<file path="src/sv/trt_ram.sv">
// ----------------------------------------------------------------------------
// Generic RAM
// Single write port, single read port, registered read data.
// ----------------------------------------------------------------------------
module trt_ram #(
  parameter int Width = 8,
  parameter int Depth = 16
) (
  input  logic                     clk_i,
  input  logic                     we_i,
  input  logic [$clog2(Depth)-1:0] waddr_i,
  input  logic [Width-1:0]         wdata_i,
  input  logic [$clog2(Depth)-1:0] raddr_i,
  output logic [Width-1:0]         rdata_o
);
  logic [Width-1:0] mem [Depth];

  always_ff @(posedge clk_i) begin
    if (we_i) mem[waddr_i] <= wdata_i;
    rdata_o <= mem[raddr_i];
  end
endmodule

</file>
<file path="config.mk">
export PLATFORM = sky130hd
export DESIGN_NAME = trt_ram
export DESIGN_NICKNAME = d
export VERILOG_FILES = /design/src/sv/trt_ram.sv
export SDC_FILE = /design/constraint.sdc
export NUM_CORES = 1
export LEC_CHECK = 0
export ABC_AREA = 1
export BUFFER_PORTS_ARGS = -buffer_cell sky130_fd_sc_hd__buf_2
export CORE_MARGIN = 2
export CORE_UTILIZATION = 55
export CTS_BUF_LIST = sky130_fd_sc_hd__clkbuf_16
export CTS_CLUSTER_SIZE = 12
export DETAILED_ROUTE_END_ITERATION = 16
export PLACE_DENSITY_LB_ADDON = 0.08
export REMOVE_ABC_BUFFERS = 1
export SLEW_MARGIN = 30
export SYNTH_ARGS = -nofsm -noshare
export SYNTH_HDL_FRONTEND = slang
export SYNTH_SLANG_ARGS = --single-unit
export TNS_END_PERCENT = 5
</file>
<file path="constraint.sdc">
create_clock -name clk_i -period 1.08 [get_ports clk_i]
set_input_delay 0.108 -clock clk_i [delete_from_list [all_inputs] [get_ports clk_i]]
set_output_delay 0.108 -clock clk_i [all_outputs]
set_load 0.02 [all_outputs]
</file>
Word-level counts from Yosys, hierarchy flattened
Memory sizes are Yosys's and may differ from the RTL's. A register that Yosys moved wholly into a read port is not among the register bits.
Cells that the tools add are included.

word-level totals
  memories kept = 1
  RAM bits = 128
  output and inout bits = 8
  bits of input ports = 18
  register bits = 0
  logic and storage cells = 3

memories
  memory  words  width  rd ports  clocked after Yosys merged registers in  wr ports  line  source
  mem     16     8      1         1                                        1         16    logic [Width-1:0] mem [Depth];

cells by class
  multiplexer cells = 2

operator list
  operator  number
  $mux W1   2

Longest topological paths before layout
Gate-level depths: netlist (run 1).

  depth in word-level cells = 2
  mapped depth = 8
  gate-level depth less buffers = 7

Least setup slack after synthesis (run 1)
No wires, ideal clock.

  path kind = input to register
  start point = in waddr_i[3]
  end point = mem mem[4][0], enable pin
  slack = 0.021 ns
  library setup time = 0.370 ns
  arrival = 0.689 ns
  stages = 2
  path buffers = 0
  data required time = 0.710 ns
  path through = nand3b_1 > nor2_1

RTL lines
  what             line  source
  start, declared  11    input logic [$clog2(Depth)-1:0] waddr_i,
  end, declared    16

Straight into the memory's write port.

Worst setup path after layout (run 1)
  start point = reg rdata_o[2] (read register of mem)
  end point = out rdata_o[2]

RTL lines
  what             line  source
  start, declared  14    output logic [Width-1:0] rdata_o

No word-level cell between the ends.

==> flow_metrics.py, run 1 <==
metrics = {
    "sta": {
        "tns_ns": 0,
        "max_freq_mhz": 956,
        "whs_ns": 0.0887,
        "fin_crit_sh": 0.968,
        "worst_pin_slew_ns": 0.400,
        "rsz0062_at_grt": "no",
        "hold_viol": 0,
        "finalSetupViolCount": 0,
        "period_minus_slack_ns": 1.05,
        "slew_violations": 0,
        "slew_headroom": 0.733,
        "fin_skew_ns": 0.0117,
    },
    "worst_setup_path": {
        "path_class": "flip-flop to output pin",
        "regToRegSetupSlack_ns": 0.07,
        "cp_cell_sequence": "buf_2",
        "crit_path_start_kind": "flip-flop",
        "endpoint_kind": "output pin",
        "ff2ff_path_depth": 6,
        "cpMaxStageDelayCell": "dfxtp_1",
        "crit_fanout": 1,
        "worst_path_dominant_cell_family": "flip-flops",
        "endpoint": "rdata_o[2]",
        "slowest_delay_ns": 0.36,
        "worst-path-stages": 1,
        "worstSetupStartpoint": "rdata_o[2]",
        "critPathArrivalTime_ns": 0.94,
        "worst_ep_required_time_ns": 0.97,
        "reg2reg_to": "rdata_o[4]",
        "worstPathBufferInverterCount": 1,
        "r2r-start": "mem[7][4]",
    },
    "cts": {
        "cts.sinks": 136,
        "cts_root_buf": "clkbuf_16",
        "h-tree-depth": 4,
        "ctsHoldBuffers": 0,
        "clk_path_buf_depth": 2,
        "tritoncts": "built",
        "insertion_delay_ns": 0.41,
        "path_clk_slew_ns": 0.06,
        "cts_buffers": 17,
    },
    "layout": {
        "area_growth_pct": 18.4,
        "diodes": 0,
        "drive_gt1_frac": 0.144,
        "design_area_um2": 6830,
        "layout_commonest_cell": "nand2_1",
        "finalNonFillerCells": 754,
        "final_nets": 623,
        "final_cell_mix": "nand2_1 (173), edfxtp_1 (128), inv_1 (104)",
        "nFillCells": 802,
    },
    "global_route": {
        "grt_antenna_before_repair": 0,
        "grt_util_all_layers": 0.249,
        "overflow": 0,
        "grt_max_degree": 33,
        "grt_pass1_vias": 3749,
        "grt_pass1_wl_um": 20200,
    },
    "floorplan": {
        "initial_utilization": 0.564,
        "coreArea_um2": 10200,
        "die_w_um": 106,
        "rows": 37,
        "ioPinCount": 26,
        "fp.dieH_um": 106,
        "die_area_um2": 11300,
    },
    "drt": {
        "post-route-drc-count": 0,
        "routedWlPerCell_um": 16.9,
        "vias": 3834,
        "routed_wl_um": 12800,
        "viasPerCell": 5.08,
        "dr.pass1.iters": 6,
        "antenna_left": 0,
        "drt-initial-drc-count": 288,
    },
    "placement": {
        "placed_cells": 722,
        "gp_congestion": 0.884,
        "io_buffers": 25,
        "place_area_um2": 6260,
        "dpl.hpwl_um": 8060,
    },
    "synthesis": {
        "synth-compound-area-share": 0,
        "synthAdderAreaFrac": 0,
        "yosysWarnings": 0,
        "ys_seq_elements": 136,
        "synth_simple_gate_area_share": 0.210,
        "synth_cells": 551,
        "syn_area_um2": 5770,
        "synth.area.mux_share": 0,
        "synth_seq_area_share": 0.694,
        "synth_top_family_by_area": "simple AND/OR/NAND/NOR gates",
        "synth.avg_cell_area_um2": 10.5,
        "synth_xor_xnor_area_share": 0,
        "ys_types": 12,
    },
    "hold_path": {
        "min_path_cells": 3,
        "hold_class": "primary input to flip-flop",
    },
    "run_status": {
        "run_status": "complete, no violations",
    },
    "pwr": {
        "p_leak_nw": 3.01,
        "p_total_mw": 12.1,
        "ir_drop_mv": 1.26,
        "p_per_area_nw_per_um2": 1770,
    },
    "run": {
        "cap_violations": 0,
    },
}
[kinds of logic after synthesis]
group	Yosys count
and+or+nand+nor	289
DFF	136
buffers and inverters	126
[synth_stat cells]
master	n	area, µm²
buf_6	6	67.6
buf_2	13	65.1
edfxtp_1	128	3840
inv_2	2	7.51
inv_1	100	375
nand3_1	97	485
nand2_1	173	649
buf_4	4	30.0
dfxtp_1	8	160
buf_1	1	3.75
nand3b_1	2	15.0
nor2_1	17	63.8
[worst min-delay path by stage]
stage | start | to | slack (ns)
after floorplan | wdata_i[0] | mem[0][0] | 0.21
final | raddr_i[3] | rdata_o[5] | 0.09
after CTS | raddr_i[3] | rdata_o[5] | 0.06
after detailed placement | raddr_i[3] | rdata_o[5] | 0.49
after global placement | raddr_i[3] | rdata_o[4] | 0.48
after global routing | raddr_i[3] | rdata_o[5] | 0.07
[through the flow]
step | util | setup WS, ns
finish | 0.667 | 0.0341
global placement | 0.612 | -0.0976
CTS | 0.666 | 0.00592
detailed placement | 0.612 | -0.139
global route | 0.667 | 0.00173
floorplan | - | -0.00848
[report_power, final]
group	internal, mW	switching [mW]	total (mW)
registers	5.90	0.0358	5.94
clock network	3.32	2.00	5.33
logic	0.285	0.557	0.842
total	9.51	2.60	12.1
[routing by layer]
| metal | part of all wire | vias to the layer above | GRT usage |
|---|---|---|---|
| met3 | 0.073 | 12 | 0.0595 |
| met1 | 0.44 | 1793 | 0.338 |
| met4 | 0.020 | 0 | 0.103 |
| li1 | - | 1878 | - |
| met2 | 0.47 | 151 | 0.388 |
| met5 | 0 | - | 0 |
[flip-flops by register name (all words and copies together), names as in the netlist]
| signal | flops |
|---|---|
| mem | 128 |
| rdata_o | 8 |
[area by class of cell]
cell class              count  area [µm²]  area share
clock buffers              17         425      0.0623
clock inverters            15         125      0.0183
inverters                 102         383      0.0561
multi-input cells         289        1220       0.179
flip-flops and latches    136        4000       0.587
well taps                 136         170      0.0249
repair buffers             59         495      0.0726
[what timing repair did]
item / 4_1_cts / 5_1_grt
endpoints found under the hold margin: 0 / 0
setup buffers: 0 / 0
endpoints found under the setup margin: 0 / 3
resized for setup: 0 / 3
Note: power is estimated with default switching activity, not from simulation.
==> run 2, diff against run 1 <==
==> constraint.sdc (replaced) <==
create_clock -name clk_i -period 1.08 [get_ports clk_i]
set_input_delay 0.162 -clock clk_i [delete_from_list [all_inputs] [get_ports clk_i]]
set_output_delay 0.162 -clock clk_i [all_outputs]
set_load 0.02 [all_outputs]
==> run 2 against run 1 <==
Compared with the run above: register-to-register slack barely moved; worst hold slack improved by 0.026 ns; final cell count did not move; total power fell by 2.4%; critical path depth did not move; global-route usage fell by 0.064 points; critical path type unchanged; critical endpoint unchanged.
==> flow_metrics.py, run 2 (synthesis results as in run 1) <==
metrics = {
    "worst_setup_path": {
        "path_class": "flip-flop to output pin",
        "crit_path_start_kind": "flip-flop",
        "critPathArrivalTime_ns": 0.90,
        "slowest_delay_ns": 0.37,
        "worst_ep_required_time_ns": 0.92,
        "worst_path_dominant_cell_family": "flip-flops",
        "cp_cell_sequence": "buf_6",
        "cpMaxStageDelayCell": "dfxtp_2",
        "worstPathBufferInverterCount": 1,
        "crit_fanout": 1,
        "endpoint_kind": "output pin",
    },
    "floorplan": {
        "ioPinCount": 26,
        "rows": 37,
        "initial_utilization": 0.564,
        "die_w_um": 106,
        "fp.dieH_um": 106,
        "coreArea_um2": 10200,
        "die_area_um2": 11300,
    },
    "layout": {
        "final_nets": 623,
        "final_cell_mix": "nand2_1 (173), edfxtp_1 (128), inv_1 (103)",
        "layout_commonest_cell": "nand2_1",
        "top_register": "mem",
        "drive_gt1_frac": 0.149,
        "area_growth_pct": 17.6,
        "design_area_um2": 6780,
        "finalNonFillerCells": 754,
        "largest_reg_flops": 128,
        "top_regs": "mem: 128 flops, rdata_o: 8 flops",
        "diodes": 0,
    },
    "cts": {
        "cts_root_buf": "clkbuf_16",
        "h-tree-depth": 4,
        "ctsHoldBuffers": 0,
        "cts.sinks": 136,
        "cts_buffers": 17,
        "tritoncts": "built",
        "insertion_delay_ns": 0.41,
        "clk_path_buf_depth": 2,
        "path_clk_slew_ns": 0.06,
        "cts_setup_buffers": 0,
    },
    "run_status": {
        "run_status": "complete, no violations",
    },
    "sta": {
        "setup_ws_ns": 0.0161,
        "slew_violations": 0,
        "fin_skew_ns": 0.00781,
        "worst_pin_slew_ns": 0.376,
        "period_minus_slack_ns": 1.06,
        "hold_viol": 0,
        "finalSetupViolCount": 0,
        "max_freq_mhz": 940,
        "slew_headroom": 0.749,
        "fin_crit_sh": 0.985,
        "rsz0062_at_grt": "no",
    },
    "drt": {
        "antenna_left": 0,
        "viasPerCell": 5.12,
        "dr.pass1.iters": 5,
        "routedWlPerCell_um": 16.8,
        "post-route-drc-count": 0,
        "vias": 3859,
        "drt-initial-drc-count": 369,
        "routed_wl_um": 12700,
    },
    "pwr": {
        "switching_share": 0.216,
        "power_frac_comb": 0.070,
        "p_total_mw": 11.8,
        "p_int_mw": 9.26,
        "p_switching_mw": 2.56,
        "pwr-share-clk": 0.427,
        "ir_drop_mv": 1.23,
        "p_leak_nw": 3.00,
        "power_frac_seq": 0.503,
        "p_per_area_nw_per_um2": 1740,
    },
    "placement": {
        "dpl_worst_slack_ns": -0.227,
        "placed_cells": 722,
        "io_buffers": 25,
        "place_area_um2": 6230,
        "dpl.hpwl_um": 8090,
        "gp_congestion": 0.816,
    },
    "global_route": {
        "overflow": 0,
        "grt_max_degree": 34,
        "grt_pass1_wl_um": 20100,
        "grt_pass1_vias": 3758,
        "grt_util_all_layers": 0.248,
        "grt_antenna_before_repair": 0,
    },
    "run": {
        "cap_violations": 0,
    },
    "hold_path": {
        "hold_class": "primary input to flip-flop",
    },
}
-- run 2: through the flow --
stage	hold slack [ns]	utilization	setup TNS, ns
6_report	0.115	0.663	0
4_1_cts	0.100	0.661	-0.0000736
5_1_grt	0.104	0.663	0
3_3_place_gp	0.538	0.609	-5.96
3_5_place_dp	0.536	0.609	-8.27
2_1_floorplan	0.261	-	-2.60
-- run 2: per-layer routing --
| layer | track usage | share of wire | up-vias | routed length, µm |
|---|---|---|---|---|
| li1 | - | - | 1884 | - |
| met1 | 0.349 | 0.44 | 1832 | 5610 |
| met2 | 0.379 | 0.47 | 120 | 5930 |
| met3 | 0.0595 | 0.062 | 23 | 784 |
| met4 | 0.0940 | 0.026 | 0 | 328 |
| met5 | 0 | 0 | - | 0 |
-- run 2: cell type report --
| type | instances | area, µm² |
|---|---|---|
| clock inverter | 15 | 98.8 |
| inverter | 102 | 383 |
| timing repair buffer | 59 | 470 |
| multi-input combinational | 289 | 1220 |
| clock buffer | 17 | 425 |
| fill | 793 | 3450 |
| sequential | 136 | 4010 |
| tap | 136 | 170 |
-- run 2: worst paths after layout --
kind | start | cells past startpoint | end | slack (ns)
setup / recovery | rdata_o[2] | 1 | rdata_o[2] | 0.02
hold / removal | raddr_i[3] | 3 | rdata_o[4] | 0.11
setup reg to reg | mem[4][1] | 6 | rdata_o[1] | 0.08
hold reg to reg | mem[11][5] | 6 | rdata_o[5] | 0.67
-- run 2: what timing repair did --
item	CTS	global route
setup endpoints to repair	3	5
resized for setup	5	5
pin swaps	0	0
-- run 2: power groups by stage --
stage	registers [mW]	logic, mW	clock network, mW
final	5.95	0.832	5.04
after floorplan	6.08	0.318	0
after global placement	6.05	0.806	0
after detailed placement	6.05	0.815	0
after global routing	5.95	0.922	5.36
after CTS	5.94	0.827	5.10
==> run 3, diff against run 2 <==
--- a/config.mk
+++ b/config.mk
@@ -7,6 +7,7 @@
 export LEC_CHECK = 0
 export ABC_AREA = 1
 export BUFFER_PORTS_ARGS = -buffer_cell sky130_fd_sc_hd__buf_2
+export CORE_ASPECT_RATIO = 1.25
 export CORE_MARGIN = 2
 export CORE_UTILIZATION = 55
 export CTS_BUF_LIST = sky130_fd_sc_hd__clkbuf_16
==> run 3 against run 2 <==
Compared with the run above: sequential share of layout area up 0.62 points; largest cell class unchanged; wire length decreased by 4.7%; largest power group unchanged; global-route usage down 1.1 points; highest routed layer unchanged; die area hardly changed; worst setup slack improved by 0.0033 ns; flip-flop and latch count stayed put; final area fell by 1.1%; worst hold slack better by 0.046 ns; sequential power hardly changed; clock power is 4% higher; clock skew about the same.
==> flow_metrics.py, run 3 (synthesis results as in run 1) <==
metrics = {
    "run_status": {
        "run_status": "complete, no violations",
    },
    "layout": {
        "top_regs": "mem: 128 flops, rdata_o: 8 flops",
        "diodes": 0,
        "final_cell_mix": "nand2_1 (173), edfxtp_1 (128), inv_1 (107)",
        "design_area_um2": 6710,
        "area_growth_pct": 16.3,
        "drive_gt1_frac": 0.128,
        "layout_commonest_cell": "nand2_1",
        "top_register": "mem",
        "largest_reg_flops": 128,
        "final_nets": 617,
    },
    "worst_setup_path": {
        "worstPathBufferInverterCount": 1,
        "cpMaxStageDelayCell": "dfxtp_1",
        "crit_path_start_kind": "flip-flop",
        "cp_cell_sequence": "buf_2",
        "endpoint_kind": "output pin",
        "crit_fanout": 1,
        "path_class": "flip-flop to output pin",
        "worst-path-stages": 1,
        "slowest_delay_ns": 0.33,
        "ff2ff_path_depth": 6,
        "critPathArrivalTime_ns": 0.90,
        "worst_path_dominant_cell_family": "flip-flops",
        "worst_ep_required_time_ns": 0.92,
    },
    "floorplan": {
        "fp.dieH_um": 118,
        "die_w_um": 95.6,
        "die_area_um2": 11300,
        "initial_utilization": 0.568,
        "coreArea_um2": 10200,
        "ioPinCount": 26,
        "rows": 41,
    },
    "sta": {
        "finalSetupViolCount": 0,
        "setup_ws_ns": 0.0195,
        "worst_pin_slew_ns": 0.359,
        "period_minus_slack_ns": 1.06,
        "max_freq_mhz": 943,
        "fin_crit_sh": 0.982,
        "slew_violations": 0,
        "hold_viol": 0,
        "fin_skew_ns": 0.00801,
        "slew_headroom": 0.761,
        "rsz0062_at_grt": "no",
    },
    "drt": {
        "met3_length_um": 663,
        "wl_met2_um": 5850,
        "routedWlPerCell_um": 16.3,
        "dr.pass1.iters": 5,
        "wl_met1_um": 5170,
        "post-route-drc-count": 0,
        "antenna_left": 0,
        "routed.top_layer": "met4",
        "drt-initial-drc-count": 269,
        "vias": 3742,
        "viasPerCell": 5.06,
        "routed_wl_um": 12100,
    },
    "cts": {
        "clk_path_buf_depth": 2,
        "cts_buffers": 17,
        "cts.sinks": 136,
        "path_clk_slew_ns": 0.06,
        "cts_root_buf": "clkbuf_16",
        "ctsHoldBuffers": 0,
        "tritoncts": "built",
        "insertion_delay_ns": 0.41,
        "h-tree-depth": 4,
    },
    "pwr": {
        "p_int_mw": 9.44,
        "ir_drop_mv": 1.09,
        "pwr-share-clk": 0.437,
        "p_per_area_nw_per_um2": 1780,
        "switching_share": 0.211,
        "power_frac_comb": 0.066,
        "p_switching_mw": 2.52,
        "p_leak_nw": 2.97,
        "power_frac_seq": 0.497,
    },
    "placement": {
        "dpl.hpwl_um": 7720,
        "gp_congestion": 0.808,
        "dpl_worst_slack_ns": -0.135,
        "io_buffers": 25,
        "place_area_um2": 6160,
    },
    "hold_path": {
        "hold_class": "primary input to flip-flop",
        "min_path_cells": 1,
    },
    "run": {
        "cap_violations": 0,
    },
    "global_route": {
        "overflow": 0,
        "grt_util_all_layers": 0.238,
        "grt_pass1_wl_um": 19200,
        "grt_pass1_vias": 3576,
        "grt_antenna_before_repair": 0,
        "grt_max_degree": 40,
    },
}
-- run 3: area by class of cell --
type                       count  area, µm²
inverter                     102        383
sequential                   136       4010
timing repair buffer          53        409
clock inverter                14        108
multi-input combinational    289       1210
tap                          129        161
fill                         800       3450
clock buffer                  17        425
-- run 3: metrics by stage --
step / setup TNS (ns) / hold WS (ns) / utilization / power [mW] / std cells
detailed placement: -4.88 / 0.581 / 0.606 / 6.83 / 709
finish: 0 / 0.160 / 0.660 / 12.0 / 740
global route: 0 / 0.160 / 0.660 / 12.3 / 740
CTS: 0 / 0.153 / 0.660 / 12.0 / 740
global placement: -3.70 / 0.578 / 0.606 / 6.82 / 709
floorplan: -2.60 / 0.261 / - / 6.40 / 527
-- run 3: power groups by stage --
stage | logic [mW] | clock network (mW) | registers, mW
floorplan | 0.318 | 0 | 6.08
global placement | 0.774 | 0 | 6.04
detailed placement | 0.783 | 0 | 6.04
CTS | 0.793 | 5.28 | 5.94
global route | 0.882 | 5.50 | 5.95
finish | 0.791 | 5.23 | 5.94
-- run 3: timing repair --
item / in CTS / in global routing
buffers inserted: 0 / 0
setup endpoints to repair: 2 / 2
resized for setup: 4 / 2
-- run 3: layer usage --
metal,vias to the layer above,track usage
li1,1863,-
met3,22,0.0523
met2,116,0.365
met5,-,0
met4,0,0.114
met1,1741,0.320
-- run 3: worst paths after layout --
check,start,to,slack [ns]
max,rdata_o[4],rdata_o[4],0.02
min,wdata_i[1],mem[0][1],0.16
max reg2reg,mem[1][2],rdata_o[2],0.09
min reg2reg,mem[12][2],rdata_o[2],0.65
